## src/hdl/sicg_pkg.sv

```systemverilog
// Package: shared types, constants and state enum for the strip interval cover block.
package sicg_pkg;

    localparam int MAX_CIRCLES_DEF = 1024;
    localparam int FRAC_BITS_DEF   = 8;
    localparam int LEN_W   = 20;
    localparam int WID_W   = 10;
    localparam int POS_W   = 20;
    localparam int RAD_W   = 20;
    localparam int CNT_W   = 11;
    localparam int RAD2_W  = 2 * RAD_W + 2;
    localparam int CFG_IDX_W  = 2;
    localparam int CFG_DATA_W = 20;

    localparam logic [CFG_IDX_W-1:0] REG_STRIP_LENGTH = 2'd0;
    localparam logic [CFG_IDX_W-1:0] REG_STRIP_WIDTH  = 2'd1;

    typedef enum logic [3:0] {
        ST_IDLE,
        ST_SQ,
        ST_ROOT,
        ST_STORE,
        ST_SCAN_START,
        ST_SCAN_WAIT,
        ST_SCAN,
        ST_ROUND,
        ST_OUT
    } state_t;

    typedef struct packed {
        logic load;
        logic root_start;
        logic store;
        logic scan_start;
        logic scan_step;
        logic round_end;
        logic cover_init;
        logic clear_set;
    } cmd_t;

    typedef struct packed {
        logic keep;
        logic root_done;
        logic scan_last;
        logic covered;
        logic stuck;
    } status_t;

endpackage

```

## src/hdl/sicg_ctrl.sv

```systemverilog
// Controller: state machine sequencing load, square root, store and greedy cover.
module sicg_ctrl (
    input  logic                clk,
    input  logic                rst_n,
    input  logic                in_valid,
    input  logic                in_last,
    output logic                in_ready,
    output logic                out_valid,
    input  logic                out_ready,
    input  sicg_pkg::status_t   status,
    output sicg_pkg::cmd_t      cmd
);
    sicg_pkg::state_t state_reg, state_next;
    logic last_reg, last_next;

    always_ff @(posedge clk or negedge rst_n)
    begin
        if (!rst_n)
        begin
            state_reg <= sicg_pkg::ST_IDLE;
            last_reg  <= 1'b0;
        end
        else
        begin
            state_reg <= state_next;
            last_reg  <= last_next;
        end
    end

    always_comb
    begin
        state_next = state_reg;
        last_next  = last_reg;
        case (state_reg)
            sicg_pkg::ST_IDLE:
            begin
                if (in_valid)
                begin
                    state_next = sicg_pkg::ST_SQ;
                    last_next  = in_last;
                end
            end
            sicg_pkg::ST_SQ:
            begin
                if (status.keep)
                    state_next = sicg_pkg::ST_ROOT;
                else if (last_reg)
                    state_next = sicg_pkg::ST_SCAN_START;
                else
                    state_next = sicg_pkg::ST_IDLE;
            end
            sicg_pkg::ST_ROOT:
            begin
                if (status.root_done)
                    state_next = sicg_pkg::ST_STORE;
            end
            sicg_pkg::ST_STORE:
            begin
                state_next = last_reg ? sicg_pkg::ST_SCAN_START : sicg_pkg::ST_IDLE;
            end
            sicg_pkg::ST_SCAN_START:
            begin
                if (status.covered || status.stuck)
                    state_next = sicg_pkg::ST_OUT;
                else
                    state_next = sicg_pkg::ST_SCAN_WAIT;
            end
            sicg_pkg::ST_SCAN_WAIT:
            begin
                state_next = sicg_pkg::ST_SCAN;
            end
            sicg_pkg::ST_SCAN:
            begin
                if (status.scan_last)
                    state_next = sicg_pkg::ST_ROUND;
            end
            sicg_pkg::ST_ROUND:
            begin
                state_next = sicg_pkg::ST_SCAN_START;
            end
            sicg_pkg::ST_OUT:
            begin
                if (out_ready)
                    state_next = sicg_pkg::ST_IDLE;
            end
            default:
            begin
                state_next = sicg_pkg::ST_IDLE;
            end
        endcase
    end

    always_comb
    begin
        cmd       = '0;
        in_ready  = 1'b0;
        out_valid = 1'b0;
        case (state_reg)
            sicg_pkg::ST_IDLE:
            begin
                in_ready = 1'b1;
                cmd.load = in_valid;
            end
            sicg_pkg::ST_SQ:
            begin
                cmd.root_start = status.keep;
                cmd.cover_init = !status.keep && last_reg;
            end
            sicg_pkg::ST_STORE:
            begin
                cmd.store      = 1'b1;
                cmd.cover_init = last_reg;
            end
            sicg_pkg::ST_SCAN_START:
            begin
                cmd.scan_start = !(status.covered || status.stuck);
            end
            sicg_pkg::ST_SCAN_WAIT:
            begin
                cmd.scan_step = 1'b0;
            end
            sicg_pkg::ST_SCAN:
            begin
                cmd.scan_step = 1'b1;
            end
            sicg_pkg::ST_ROUND:
            begin
                cmd.round_end = 1'b1;
            end
            sicg_pkg::ST_OUT:
            begin
                out_valid     = 1'b1;
                cmd.clear_set = out_ready;
            end
            default:
            begin
                cmd = '0;
            end
        endcase
    end
endmodule

```

## config.mk

```make
export PLATFORM = sky130hd
export DESIGN_NAME = sicg_ctrl
export DESIGN_NICKNAME = d
export VERILOG_FILES = /design/src/hdl/sicg_pkg.sv /design/src/hdl/sicg_ctrl.sv
export SDC_FILE = /design/constraint.sdc
export NUM_CORES = 1
export LEC_CHECK = 0
export ABC_AREA = 1
export BUFFER_PORTS_ARGS = -buffer_cell sky130_fd_sc_hd__clkbuf_2
export CORE_AREA = 2 2 39 41
export DETAILED_ROUTE_END_ITERATION = 10
export DIE_AREA = 0 0 41 43
export PLACE_DENSITY = 0.52
export SETUP_SLACK_MARGIN = 0.02
export SLEW_MARGIN = 20
export SYNTH_ARGS = -nofsm -noshare
export SYNTH_HDL_FRONTEND = slang
export SYNTH_SLANG_ARGS = --single-unit
```

## constraint.sdc

```tcl
create_clock -name clk -period 1.82 [get_ports clk]
set_input_delay 0.182 -clock clk [delete_from_list [all_inputs] [get_ports clk]]
set_output_delay 0.182 -clock clk [all_outputs]
set_load 0.05 [all_outputs]
```

; ---- Yosys cells after proc, flatten, opt, wreduce, memory -nomap -nowiden
; Cells that the tools add are included.
[totals]
ff_bits = 5
in_bits = 10
out_inout_bits = 10
elab_cells = 39
[classes]
n_eq_ne = 12
muxes = 18
n_reduce_logical = 7
[ops]
columns = cell, count
row1 = case mux 4 bit (9 select lines), 1
row2 = 2-to-1 mux 4 bit, 5
row3 = "== test 4 x 3 -> 1 bit, second input constant", 4
row4 = 2-to-1 mux 1 bit, 9
row5 = "== test 4 x 2 -> 1 bit, second input constant", 2
row6 = "!= test 2 bit, second input constant", 4
row7 = 2-to-1 mux 3 bit, 2
row8 = "== test 4 x 1 -> 1 bit, second input constant", 1
row9 = "== test 4 bit, second input constant", 1
row10 = zero test 4 bit, 1
row11 = AND reduction 4 bit, 1
row12 = zero test 1 bit, 2
row13 = case mux 1 bit (2 select lines), 1
row14 = AND reduction 2 bit, 1
row15 = logical AND 1 bit, 1
row16 = logical OR 1 bit, 1

; ---- Depth between registers and ports, before layout
; Gate-level depths: netlist of run 1.
[logic_depth]
word_depth = 3
depth_mapped = 7
mapped_depth_nobuf = 7

; ---- Least setup slack after synthesis of run 1
; Ideal clock, no wire load.
[synth_path]
path_type = register -> output
from = reg state_reg[3]
to = out cmd[2] in the netlist's numbering
arrival_ps = 1995
t_required_ps = 1638
slack_ps = -357
stages_incl_launch_ff = 2
n_path_buf = 0
path_cell_list = dfrtp_1 > nor4_1
[synth_rtl]
columns = element, line_no
row1 = start: declaration, sicg_ctrl.sv:13  ; sicg_pkg::state_t state_reg, state_next;
row2 = start signal: assignment, sicg_ctrl.sv:20  ; state_reg <= sicg_pkg::ST_IDLE;
row3 = start signal: assignment, sicg_ctrl.sv:25  ; state_reg <= state_next;
row4 = end: declaration, sicg_ctrl.sv:11  ; output sicg_pkg::cmd_t cmd

==> results of run 1 <==
-- cell usage after synthesis --
library cell	instances	share of area [%]
dfrtp_1	5	33
inv_1	14	14
inv_2	1	0.99
nand2_1	15	15
nand2_2	2	3.3
nand3_1	5	6.6
nand4_1	2	3.3
nor2_1	6	5.9
nor2_2	5	8.2
nor2_4	1	3.0
nor4_1	2	3.3
o21ai_1	3	3.9
-- worst paths after layout --
kind | endpoint | cells past startpoint | from | slack (ns)
setup / recovery | cmd[7] | 4 | state_reg[3] | 0.16
hold / removal | last_reg | 3 | in_last | 0.14
setup reg to reg | state_reg[0] | 5 | state_reg[3] | 0.63
hold reg to reg | last_reg | 2 | last_reg | 0.48
max in group asynchronous | state_reg[2] | 2 | rst_n | 1.39
min in group asynchronous | state_reg[0] | 2 | rst_n | 0.29
-- metal layers --
layer	vias up	track usage, %	wire (um)
li1	234	-	-
met2	19	16.56	412
met3	0	3.141	68
met4	0	6.000	0
met5	-	0	0
met1	194	15.69	417
-- cells by family (layout without fill, tap and decap cells) --
logic type,Yosys count,in the layout,share of synthesized area (%)
simple gates,38,38,48.35
flops,5,5,32.89
buf+inv,15,39,14.80
compound gates,3,3,3.946
-- per-stage QoR --
stage / cells / power (mW)
after detailed placement: 96 / 0.7798
after floorplan: 61 / 0.6567
after CTS: 101 / 0.9157
after global placement: 96 / 0.7794
after global routing: 101 / 0.9864
final: 101 / 0.9031
-- what timing repair did --
action / CTS / global route
hold buffers: 1 / 0
hold endpoints to repair: 5 / 0
setup endpoints to repair: 0 / 0
-- critical path, delay by kind of cell (launching register included) --
family / cells / cell delay, ns
simple gates: 3 / 0.51
buf+inv: 1 / 0.28
flops: 1 / 0.44
-- power groups by stage --
stage	Sequential (mW)	Clock, mW	Combinational [mW]
floorplan	0.200	0	0.456
global placement	0.209	0	0.570
detailed placement	0.209	0	0.571
CTS	0.208	0.134	0.574
global route	0.213	0.142	0.631
finish	0.207	0.127	0.569
-- layout make-up --
cell class                      instances  area, sq um  share of cell area [%]
Multi-Input combinational cell         41        198.9                   37.41
Sequential cell                         5        125.1                   23.53
Timing Repair Buffer                   20        105.1                   19.76
Inverter                               15        56.30                   10.59
Clock buffer                            4        26.28                   4.941
Tap cell                               16        20.02                   3.765
==> metrics.cfg, run 1 <==
[run_status]
outcome = finished, final reports clean

[worst_setup_path]
max_stage_delay_ns = 0.44
crit_top_cell = nor2_2
crit_slowest_cell = dfrtp_1
worstPathArrival_ns = 1.48
cp_cell_sequence = nor2_2, nand2_2, nor2_2, clkbuf_2
critPathCaptureType = primary output
startpoint_type = flip-flop
path_max_fanout = 6
critPathKind = flip-flop to primary output
cp.required_ns = 1.64

[clock_tree]
clockBufferDepth = 2
cts-root-buf = clkbuf_4
cts_tree = yes
cts_inserted_buffers = 3
cts_setup_buffers = 0
clk_pin_slew_worst_paths_ns = 0.04
clkSinkCount = 5
cts_resized = 0
htree_levels = 1
clock_latency_ns = 0.24

[yosys]
synthCells = 61
ys_types = 12
syn_area_per_cell_sq_um = 6.235
synth-seq-cells = 5
yosysSeqAreaShare_pct = 32.89
yosys_warnings = 0
synth_area_sq_um = 380.4
synth_fp_nets = 71

[timing]
setup_violations = 0
hold_viol_final = 0
fin_crit_ns = 1.663
rsz0062_at_grt = false
fin_crit_sh_pct = 91.37
relSlewSlack_pct = 81.83
fin_skew_ns = 0.0006758
setup_ws_ns = 0.1571
slew_viol_final = 0
fin_hold_ws_ns = 0.1449
max_freq_ghz = 0.6014
tns_ns = 0
tightest_slew_ns = 0.2723

[global_route]
grt_first_pass_wirelength_mm = 1.359
grt_max_degree = 7
grt_pass1_vias = 343
grt_usage_pct = 11.71
gr-total-overflow = 0
antenna_found_initial = 0

[layout]
postLayoutCoreUtil_pct = 38.43
largest_reg_flops = 4
layout_common_cells = clkbuf_2, nand2_1, inv_1
fillCellCount = 159
drive_above_1_share_pct = 36.47
antennaDiodeCount = 0
fin_nets = 96
syn_to_final_growth_pct = 39.80
postLayoutCellArea_sq_um = 531.8
layout_commonest_cell = clkbuf_2

[route]
wl_per_cell_um = 8.891
drt_iter0_markers = 6
via_per_inst = 4.426
ant_nets = 0
drc_errors = 0
dr_total_vias = 447
wl_um = 898
dr.pass1.iters = 4

[pwr]
p_sw_share_pct = 57.54
pwr-share-seq_pct = 22.9
leakagePower_nw = 0.3290
p_sw_mw = 0.5197
p_int_mw = 0.3834
power_density_nw_per_um2 = 1698
p_comb_share_pct = 63.0
p_clk_share_pct = 14.0
ir_drop_uv = 1169

[floorplanning]
row_count = 14
die_w_um = 41
boundaryPins = 20
core_area_sq_um = 1384
die-area_sq_um = 1763
start_util_pct = 27.49
die_h_um = 43

[place]
gp_congestion = 0.7302
dpl_cell_area_sq_um = 495.5
io_buffers = 19
dp_slack_ns = 0.4218
hpwl_um = 732.3

[run]
drv_cap = 0

[worst_hold_path]
hold_class = primary input to flip-flop

Note: power is estimated with default switching activity, not from simulation.
==> run 2, diff against run 1 <==
--- a/config.mk
+++ b/config.mk
@@ -11,6 +11,7 @@
 export DETAILED_ROUTE_END_ITERATION = 10
 export DIE_AREA = 0 0 41 43
 export PLACE_DENSITY = 0.52
+export RECOVER_POWER = 100
 export SETUP_SLACK_MARGIN = 0.02
 export SLEW_MARGIN = 20
 export SYNTH_ARGS = -nofsm -noshare
==> run 2 against run 1 <==
  * Sequential power about the same
  * Utilization decreased by 0.36 points
  * Via count decreased by 1.8%
  * Die area unchanged
  * Final area decreased by 0.94%
  * Routed wire length increased by 0.33%
  * Non-clock buffer count unchanged
  * Worst hold slack about the same
  * Sequential share of layout area increased by 0.22 points
  * Largest cell class unchanged
  * Highest routed layer unchanged
==> metrics.cfg, run 2 (synthesis gave the netlist of run 1 again) <==
[route]
wl_um = 901  ; was 898 um
ant_nets = 0  ; unchanged
via_per_inst = 4.347  ; was 4.426
dr.pass1.iters = 4  ; unchanged
dr_total_vias = 439  ; was 447
drt_iter0_markers = 8  ; was 6
wl_per_cell_um = 8.921  ; was 8.891 um
drc_errors = 0  ; unchanged

[worst_setup_path]
startpoint_type = flip-flop  ; unchanged
critPathKind = flip-flop to primary output  ; unchanged
path_max_fanout = 6  ; unchanged
worstPathArrival_ns = 1.48  ; about the same
cp.required_ns = 1.64  ; about the same
critPathCaptureType = primary output  ; unchanged

[pwr]
leakagePower_nw = 0.3230  ; was 0.3290 nW
power_density_nw_per_um2 = 1705  ; was 1698 nW/um^2
p_total_mw = 0.8981  ; was 0.9031 mW
ir_drop_uv = 1166  ; was 1169 uV

[global_route]
antenna_found_initial = 0  ; unchanged
grt_first_pass_wirelength_mm = 1.359  ; unchanged
grt_pass1_vias = 343  ; unchanged
grt_usage_pct = 11.71  ; unchanged
gr-total-overflow = 0  ; unchanged
grt_max_degree = 7  ; unchanged

[timing]
rsz0062_at_grt = false  ; unchanged
tightest_slew_ns = 0.5885  ; was 0.2723 ns
fin_crit_ns = 1.661  ; was 1.663 ns
relSlewSlack_pct = 60.93  ; was 81.83%
max_freq_ghz = 0.6019  ; was 0.6014 GHz
fin_crit_sh_pct = 91.28  ; was 91.37%
slew_viol_final = 0  ; unchanged
tns_ns = 0  ; unchanged
hold_viol_final = 0  ; unchanged
fin_skew_ns = 0.0009745  ; was 0.0006758 ns
setup_violations = 0  ; unchanged

[floorplanning]
core_area_sq_um = 1384  ; unchanged
die_h_um = 43  ; unchanged
boundaryPins = 20  ; unchanged
die_w_um = 41  ; unchanged
row_count = 14  ; unchanged
die-area_sq_um = 1763  ; unchanged
start_util_pct = 27.49  ; unchanged

[layout]
largest_reg_flops = 4  ; unchanged
layout_commonest_cell = clkbuf_2  ; unchanged
antennaDiodeCount = 0  ; unchanged
layout_common_cells = clkbuf_2, nand2_1, inv_1  ; unchanged
fillCellCount = 162  ; was 159
syn_to_final_growth_pct = 38.49  ; was 39.80%
fin_nets = 96  ; unchanged
postLayoutCellArea_sq_um = 526.8  ; was 531.8 sq um
postLayoutCoreUtil_pct = 38.07  ; was 38.43%
drive_above_1_share_pct = 32.94  ; was 36.47%

[place]
hpwl_um = 732.3  ; unchanged
io_buffers = 19  ; unchanged
gp_congestion = 0.7302  ; unchanged
dpl_cell_area_sq_um = 495.5  ; unchanged

[run_status]
outcome = finished, final reports clean  ; unchanged

[clock_tree]
clk_pin_slew_worst_paths_ns = 0.04  ; about the same
clkSinkCount = 5  ; unchanged
clock_latency_ns = 0.24  ; about the same
cts_setup_buffers = 0  ; unchanged
clockBufferDepth = 2  ; unchanged
htree_levels = 1  ; unchanged
cts_resized = 0  ; unchanged
cts_tree = yes  ; unchanged
cts-root-buf = clkbuf_4  ; unchanged
cts_inserted_buffers = 3  ; unchanged

[run]
drv_cap = 0  ; unchanged

[worst_hold_path]
hold_class = primary input to flip-flop  ; unchanged

==> run 2: final timing paths <==
path / from / endpoint / slack [ns] / depth (start not counted)
worst max-delay path: state_reg[3] / cmd[7] / 0.16 / 4
worst min-delay path: in_last / last_reg / 0.15 / 3
worst max register to register: state_reg[3] / state_reg[0] / 0.63 / 5
worst min register to register: last_reg / last_reg / 0.48 / 2
max in group asynchronous: rst_n / state_reg[2] / 1.28 / 2
min in group asynchronous: rst_n / state_reg[1] / 0.32 / 2
==> run 2: metal layers <==
metal	part of all wire, %	vias up	GRT usage (%)	routed length [um]
li1	-	234	-	-
met1	47	188	15.69	423
met2	46	17	16.56	410
met3	7.3	0	3.141	66
met4	0	0	6.000	0
met5	0	-	0	0
==> run 2: cell type report <==
class / instances / area (sq um) / area share [%]
tap: 16 / 20.02 / 3.800
inverter: 15 / 56.30 / 10.69
clock buffer: 4 / 26.28 / 4.988
multi-input combinational: 41 / 196.4 / 37.29
timing repair buffer: 20 / 102.6 / 19.48
sequential: 5 / 125.1 / 23.75
==> run 2: per-stage QoR <==
step / setup WS, ns / hold WS [ns] / std cells
after floorplan: -0.3573 / -0.1136 / 61
after global placement: 0.4028 / 0.008215 / 96
after detailed placement: 0.4218 / 0.009623 / 96
after CTS: 0.1514 / 0.1404 / 101
after global routing: 0.03310 / 0.1500 / 101
final: 0.1587 / 0.1453 / 101
==> run 2: timing repair <==
action / 4_1_cts / 5_1_grt
hold endpoints to repair: 5 / 0
hold buffers: 1 / 0
endpoints found under the setup margin: 0 / 0
==> run 2: worst max-delay path, stage by stage, from the launching register on <==
cell and delay (ns):
dfrtp_1 0.44, nor2_2 0.28, nand2_2 0.12, nor2_2 0.11
clkbuf_2 0.28
==> run 2: power by group <==
part	leakage [nW]	total, mW	internal (mW)	switching [mW]
sequential	0.0646	0.207	0.157	0.0503
combinational	0.243	0.564	0.141	0.423
clock	0.0150	0.127	0.0828	0.0443
total	0.323	0.898	0.381	0.518
==> run 3, diff against run 2 <==
--- a/config.mk
+++ b/config.mk
@@ -5,12 +5,12 @@
 export SDC_FILE = /design/constraint.sdc
 export NUM_CORES = 1
 export LEC_CHECK = 0
-export ABC_AREA = 1
+export ABC_AREA = 0
 export BUFFER_PORTS_ARGS = -buffer_cell sky130_fd_sc_hd__clkbuf_2
 export CORE_AREA = 2 2 39 41
 export DETAILED_ROUTE_END_ITERATION = 10
 export DIE_AREA = 0 0 41 43
-export PLACE_DENSITY = 0.52
+export PLACE_DENSITY = 0.51
 export RECOVER_POWER = 100
 export SETUP_SLACK_MARGIN = 0.02
 export SLEW_MARGIN = 20
==> constraint.sdc (replaced) <==
create_clock -name clk -period 2.2 [get_ports clk]
set_input_delay 0.22 -clock clk [delete_from_list [all_inputs] [get_ports clk]]
set_output_delay 0.22 -clock clk [all_outputs]
set_load 0.05 [all_outputs]
==> run 3 against run 2 <==
  * Register-to-register slack better by 0.21 ns
  * Power down 25%
  * Die area unchanged
  * Utilization down 3.7 points
  * Combinational power down 35%
  * Routed wire length down 2.4%
  * Global-route usage down 0.44 points
  * Sequential share of layout area up 2.6 points
  * Final area down 9.7%
  * Critical endpoint is now out_valid
  * Highest routed layer unchanged
==> metrics.cfg, run 3 <==
[run_status]
outcome = finished, final reports clean  ; unchanged

[yosys]
synth_area_sq_um = 365.4  ; was 380.4 sq um
synthCells = 41  ; was 61
synth_top_area_share_pct = 34.25  ; was 32.89%
synth_fp_nets = 51  ; was 71
synth_top_cell_by_area = dfrtp_1  ; unchanged
syn_area_per_cell_sq_um = 8.911  ; was 6.235 sq um
ys_types = 24  ; was 12
synth-seq-cells = 5  ; unchanged
yosys_warnings = 0  ; unchanged
synth.area.top_cells = dfrtp_1, and3_1, buf_6  ; was dfrtp_1, nand2_1, inv_1
synth-async-reset-ratio_pct = 100.0  ; unchanged
yosysSeqAreaShare_pct = 34.25  ; was 32.89%
synthTopCellsByCount = dfrtp_1, nor2_1, and3_1, o21ai_0  ; was nand2_1, inv_1, nor2_1
synth_edf_count = 0  ; unchanged
synth_ff_type = dfrtp_1  ; unchanged

[route]
routed-wl-met3_um = 53  ; was 66 um
dr_total_vias = 365  ; was 439
dr.pass1.iters = 4  ; unchanged
highest_layer = met3  ; unchanged
drt_iter0_markers = 18  ; was 8
ant_nets = 0  ; unchanged
wl_um = 879  ; was 901 um
m1WireLength_um = 438  ; was 423 um
via_per_inst = 4.620  ; was 4.347
wl_met2_um = 387  ; was 410 um
drc_errors = 0  ; unchanged
wl_per_cell_um = 11.13  ; was 8.921 um

[layout]
fin_nets = 74  ; was 96
antennaDiodeCount = 0  ; unchanged
postLayoutCellArea_sq_um = 475.5  ; was 526.8 sq um
drive_above_1_share_pct = 26.98  ; was 32.94%
postLayoutCoreUtil_pct = 34.36  ; was 38.07%
layout_commonest_cell = clkbuf_1  ; was clkbuf_2
largest_reg_flops = 4  ; unchanged
syn_to_final_growth_pct = 30.14  ; was 38.49%
fillCellCount = 159  ; was 162
layout_common_cells = clkbuf_1, clkbuf_2, nor2_1  ; was clkbuf_2, nand2_1, inv_1

[timing]
fin_skew_ns = 0.004457  ; was 0.0009745 ns
hold_viol_final = 0  ; unchanged
slew_viol_final = 0  ; unchanged
relSlewSlack_pct = 60.56  ; was 60.93%
fin_hold_ws_ns = 0.2076  ; was 0.1453 ns
setup_violations = 0  ; unchanged
fin_crit_sh_pct = 86.52
fin_crit_ns = 1.903
max_freq_ghz = 0.5254
tns_ns = 0  ; unchanged
rsz0062_at_grt = false  ; unchanged
tightest_slew_ns = 0.5942  ; was 0.5885 ns

[clock_tree]
clkSinkCount = 5  ; unchanged
cts_inserted_buffers = 3  ; unchanged
clockBufferDepth = 2  ; unchanged
clock_latency_ns = 0.25  ; was 0.24 ns
cts_hold_buf = 1  ; unchanged
htree_levels = 1  ; unchanged
clk_pin_slew_worst_paths_ns = 0.05  ; was 0.04 ns
cts_resized = 0  ; unchanged
cts_setup_buffers = 0  ; unchanged
cts_tree = yes  ; unchanged
cts-root-buf = clkbuf_4  ; unchanged

[worst_setup_path]
endpoint = out_valid  ; was cmd[7]
worstPathArrival_ns = 1.68  ; was 1.48 ns
crit_slowest_cell = clkbuf_1  ; was dfrtp_1
crit_family = simple AND/OR/NAND/NOR gates  ; unchanged
cp_cell_sequence = or2_0, nor3b_2, clkbuf_1  ; was nor2_2, nand2_2, nor2_2, clkbuf_2
timing.rr.end = last_reg  ; was state_reg[0]
critPathKind = flip-flop to primary output  ; unchanged
rr_startpoint = state_reg[2]  ; was state_reg[3]
critPathBufInv = 1  ; unchanged
cp.depth = 3  ; was 4
path_max_fanout = 10  ; was 6
critPathCaptureType = primary output  ; unchanged
startpoint = state_reg[0]  ; was state_reg[3]
ff2ff_path_depth = 3  ; was 5
cp.required_ns = 1.98  ; was 1.64 ns
max_stage_delay_ns = 0.48  ; was 0.44 ns
startpoint_type = flip-flop  ; unchanged
rrSetupSlack_ns = 0.84  ; was 0.63 ns

[floorplanning]
die_w_um = 41  ; unchanged
boundaryPins = 20  ; unchanged
die-area_sq_um = 1763  ; unchanged
die_h_um = 43  ; unchanged
start_util_pct = 26.40  ; was 27.49%
core_area_sq_um = 1384  ; unchanged
row_count = 14  ; unchanged

[place]
dpl_cell_area_sq_um = 457.9  ; was 495.5 sq um
gp_congestion = 0.7974  ; was 0.7302
io_buffers = 19  ; unchanged

[run]
drv_cap = 0  ; unchanged

[pwr]
p_total_mw = 0.6738  ; was 0.8981 mW
ir_drop_uv = 488.0  ; was 1166 uV
leakagePower_nw = 0.2204  ; was 0.3230 nW
power_density_nw_per_um2 = 1417  ; was 1705 nW/um^2

[global_route]
grt_usage_pct = 11.27  ; was 11.71%
grt_max_degree = 11  ; was 7
grt_pass1_vias = 292  ; was 343
gr-total-overflow = 0  ; unchanged
antenna_found_initial = 0  ; unchanged
grt_first_pass_wirelength_mm = 1.311  ; was 1.359 mm

[worst_hold_path]
hold_class = primary input to flip-flop  ; unchanged
hold_path_depth = 2  ; was 3

run 3: changes by cell type after synthesis, sizes merged, moves of 4 or more:
cell and delta:
nor2 -6, nand3 -4, and3 +5, nand2 -15, inv -14
run 3: layer usage:
layer / vias to the layer above / track usage, %
li1: 186 / -
met1: 167 / 19.42
met2: 12 / 12.19
met3: 0 / 0.5236
met4: 0 / 8.000
met5: - / 0
run 3: kinds of logic (layout without fill, tap and decap cells):
kind of cell / Yosys count / count (layout) / synth area share (%)
AO/OA/AOI/OAI: 10 / 10 / 17.47
buffers and inverters: 3 / 25 / 7.190
flip-flops: 5 / 5 / 34.25
multiplexers: 1 / 1 / 4.108
AND/OR/NAND/NOR: 22 / 22 / 36.99
run 3: per-stage QoR:
| step | std cells | setup WS, ns |
|---|---|---|
| after global placement | 74 | 0.6971 |
| final | 79 | 0.2967 |
| after detailed placement | 74 | 0.6591 |
| after floorplan | 41 | 0.04600 |
| after CTS | 79 | 0.4028 |
| after global routing | 79 | 0.1953 |
run 3: area by class of cell:
| type | instances | area (sq um) | share of cell area (%) |
|---|---|---|---|
| multi-input cells | 33 | 207.7 | 43.68 |
| flip-flops and latches | 5 | 125.1 | 26.32 |
| repair buffers | 20 | 92.59 | 19.47 |
| clock buffers | 4 | 26.28 | 5.526 |
| well taps | 16 | 20.02 | 4.211 |
| inverters | 1 | 3.754 | 0.7895 |
run 3: worst min path at each step:
| stage | start | endpoint | slack (ns) |
|---|---|---|---|
| 2_1_floorplan | rst_n | last_reg | -0.08 |
| 3_3_place_gp | rst_n | last_reg | 0.05 |
| 3_5_place_dp | rst_n | last_reg | 0.05 |
| 4_1_cts | in_last | last_reg | 0.21 |
| 5_1_grt | in_last | last_reg | 0.20 |
| 6_report | in_last | last_reg | 0.21 |
run 3: where the power goes:
part	total [mW]	switching (mW)	internal, mW
registers	0.190	0.0610	0.129
logic	0.369	0.261	0.108
clock network	0.114	0.0451	0.0690
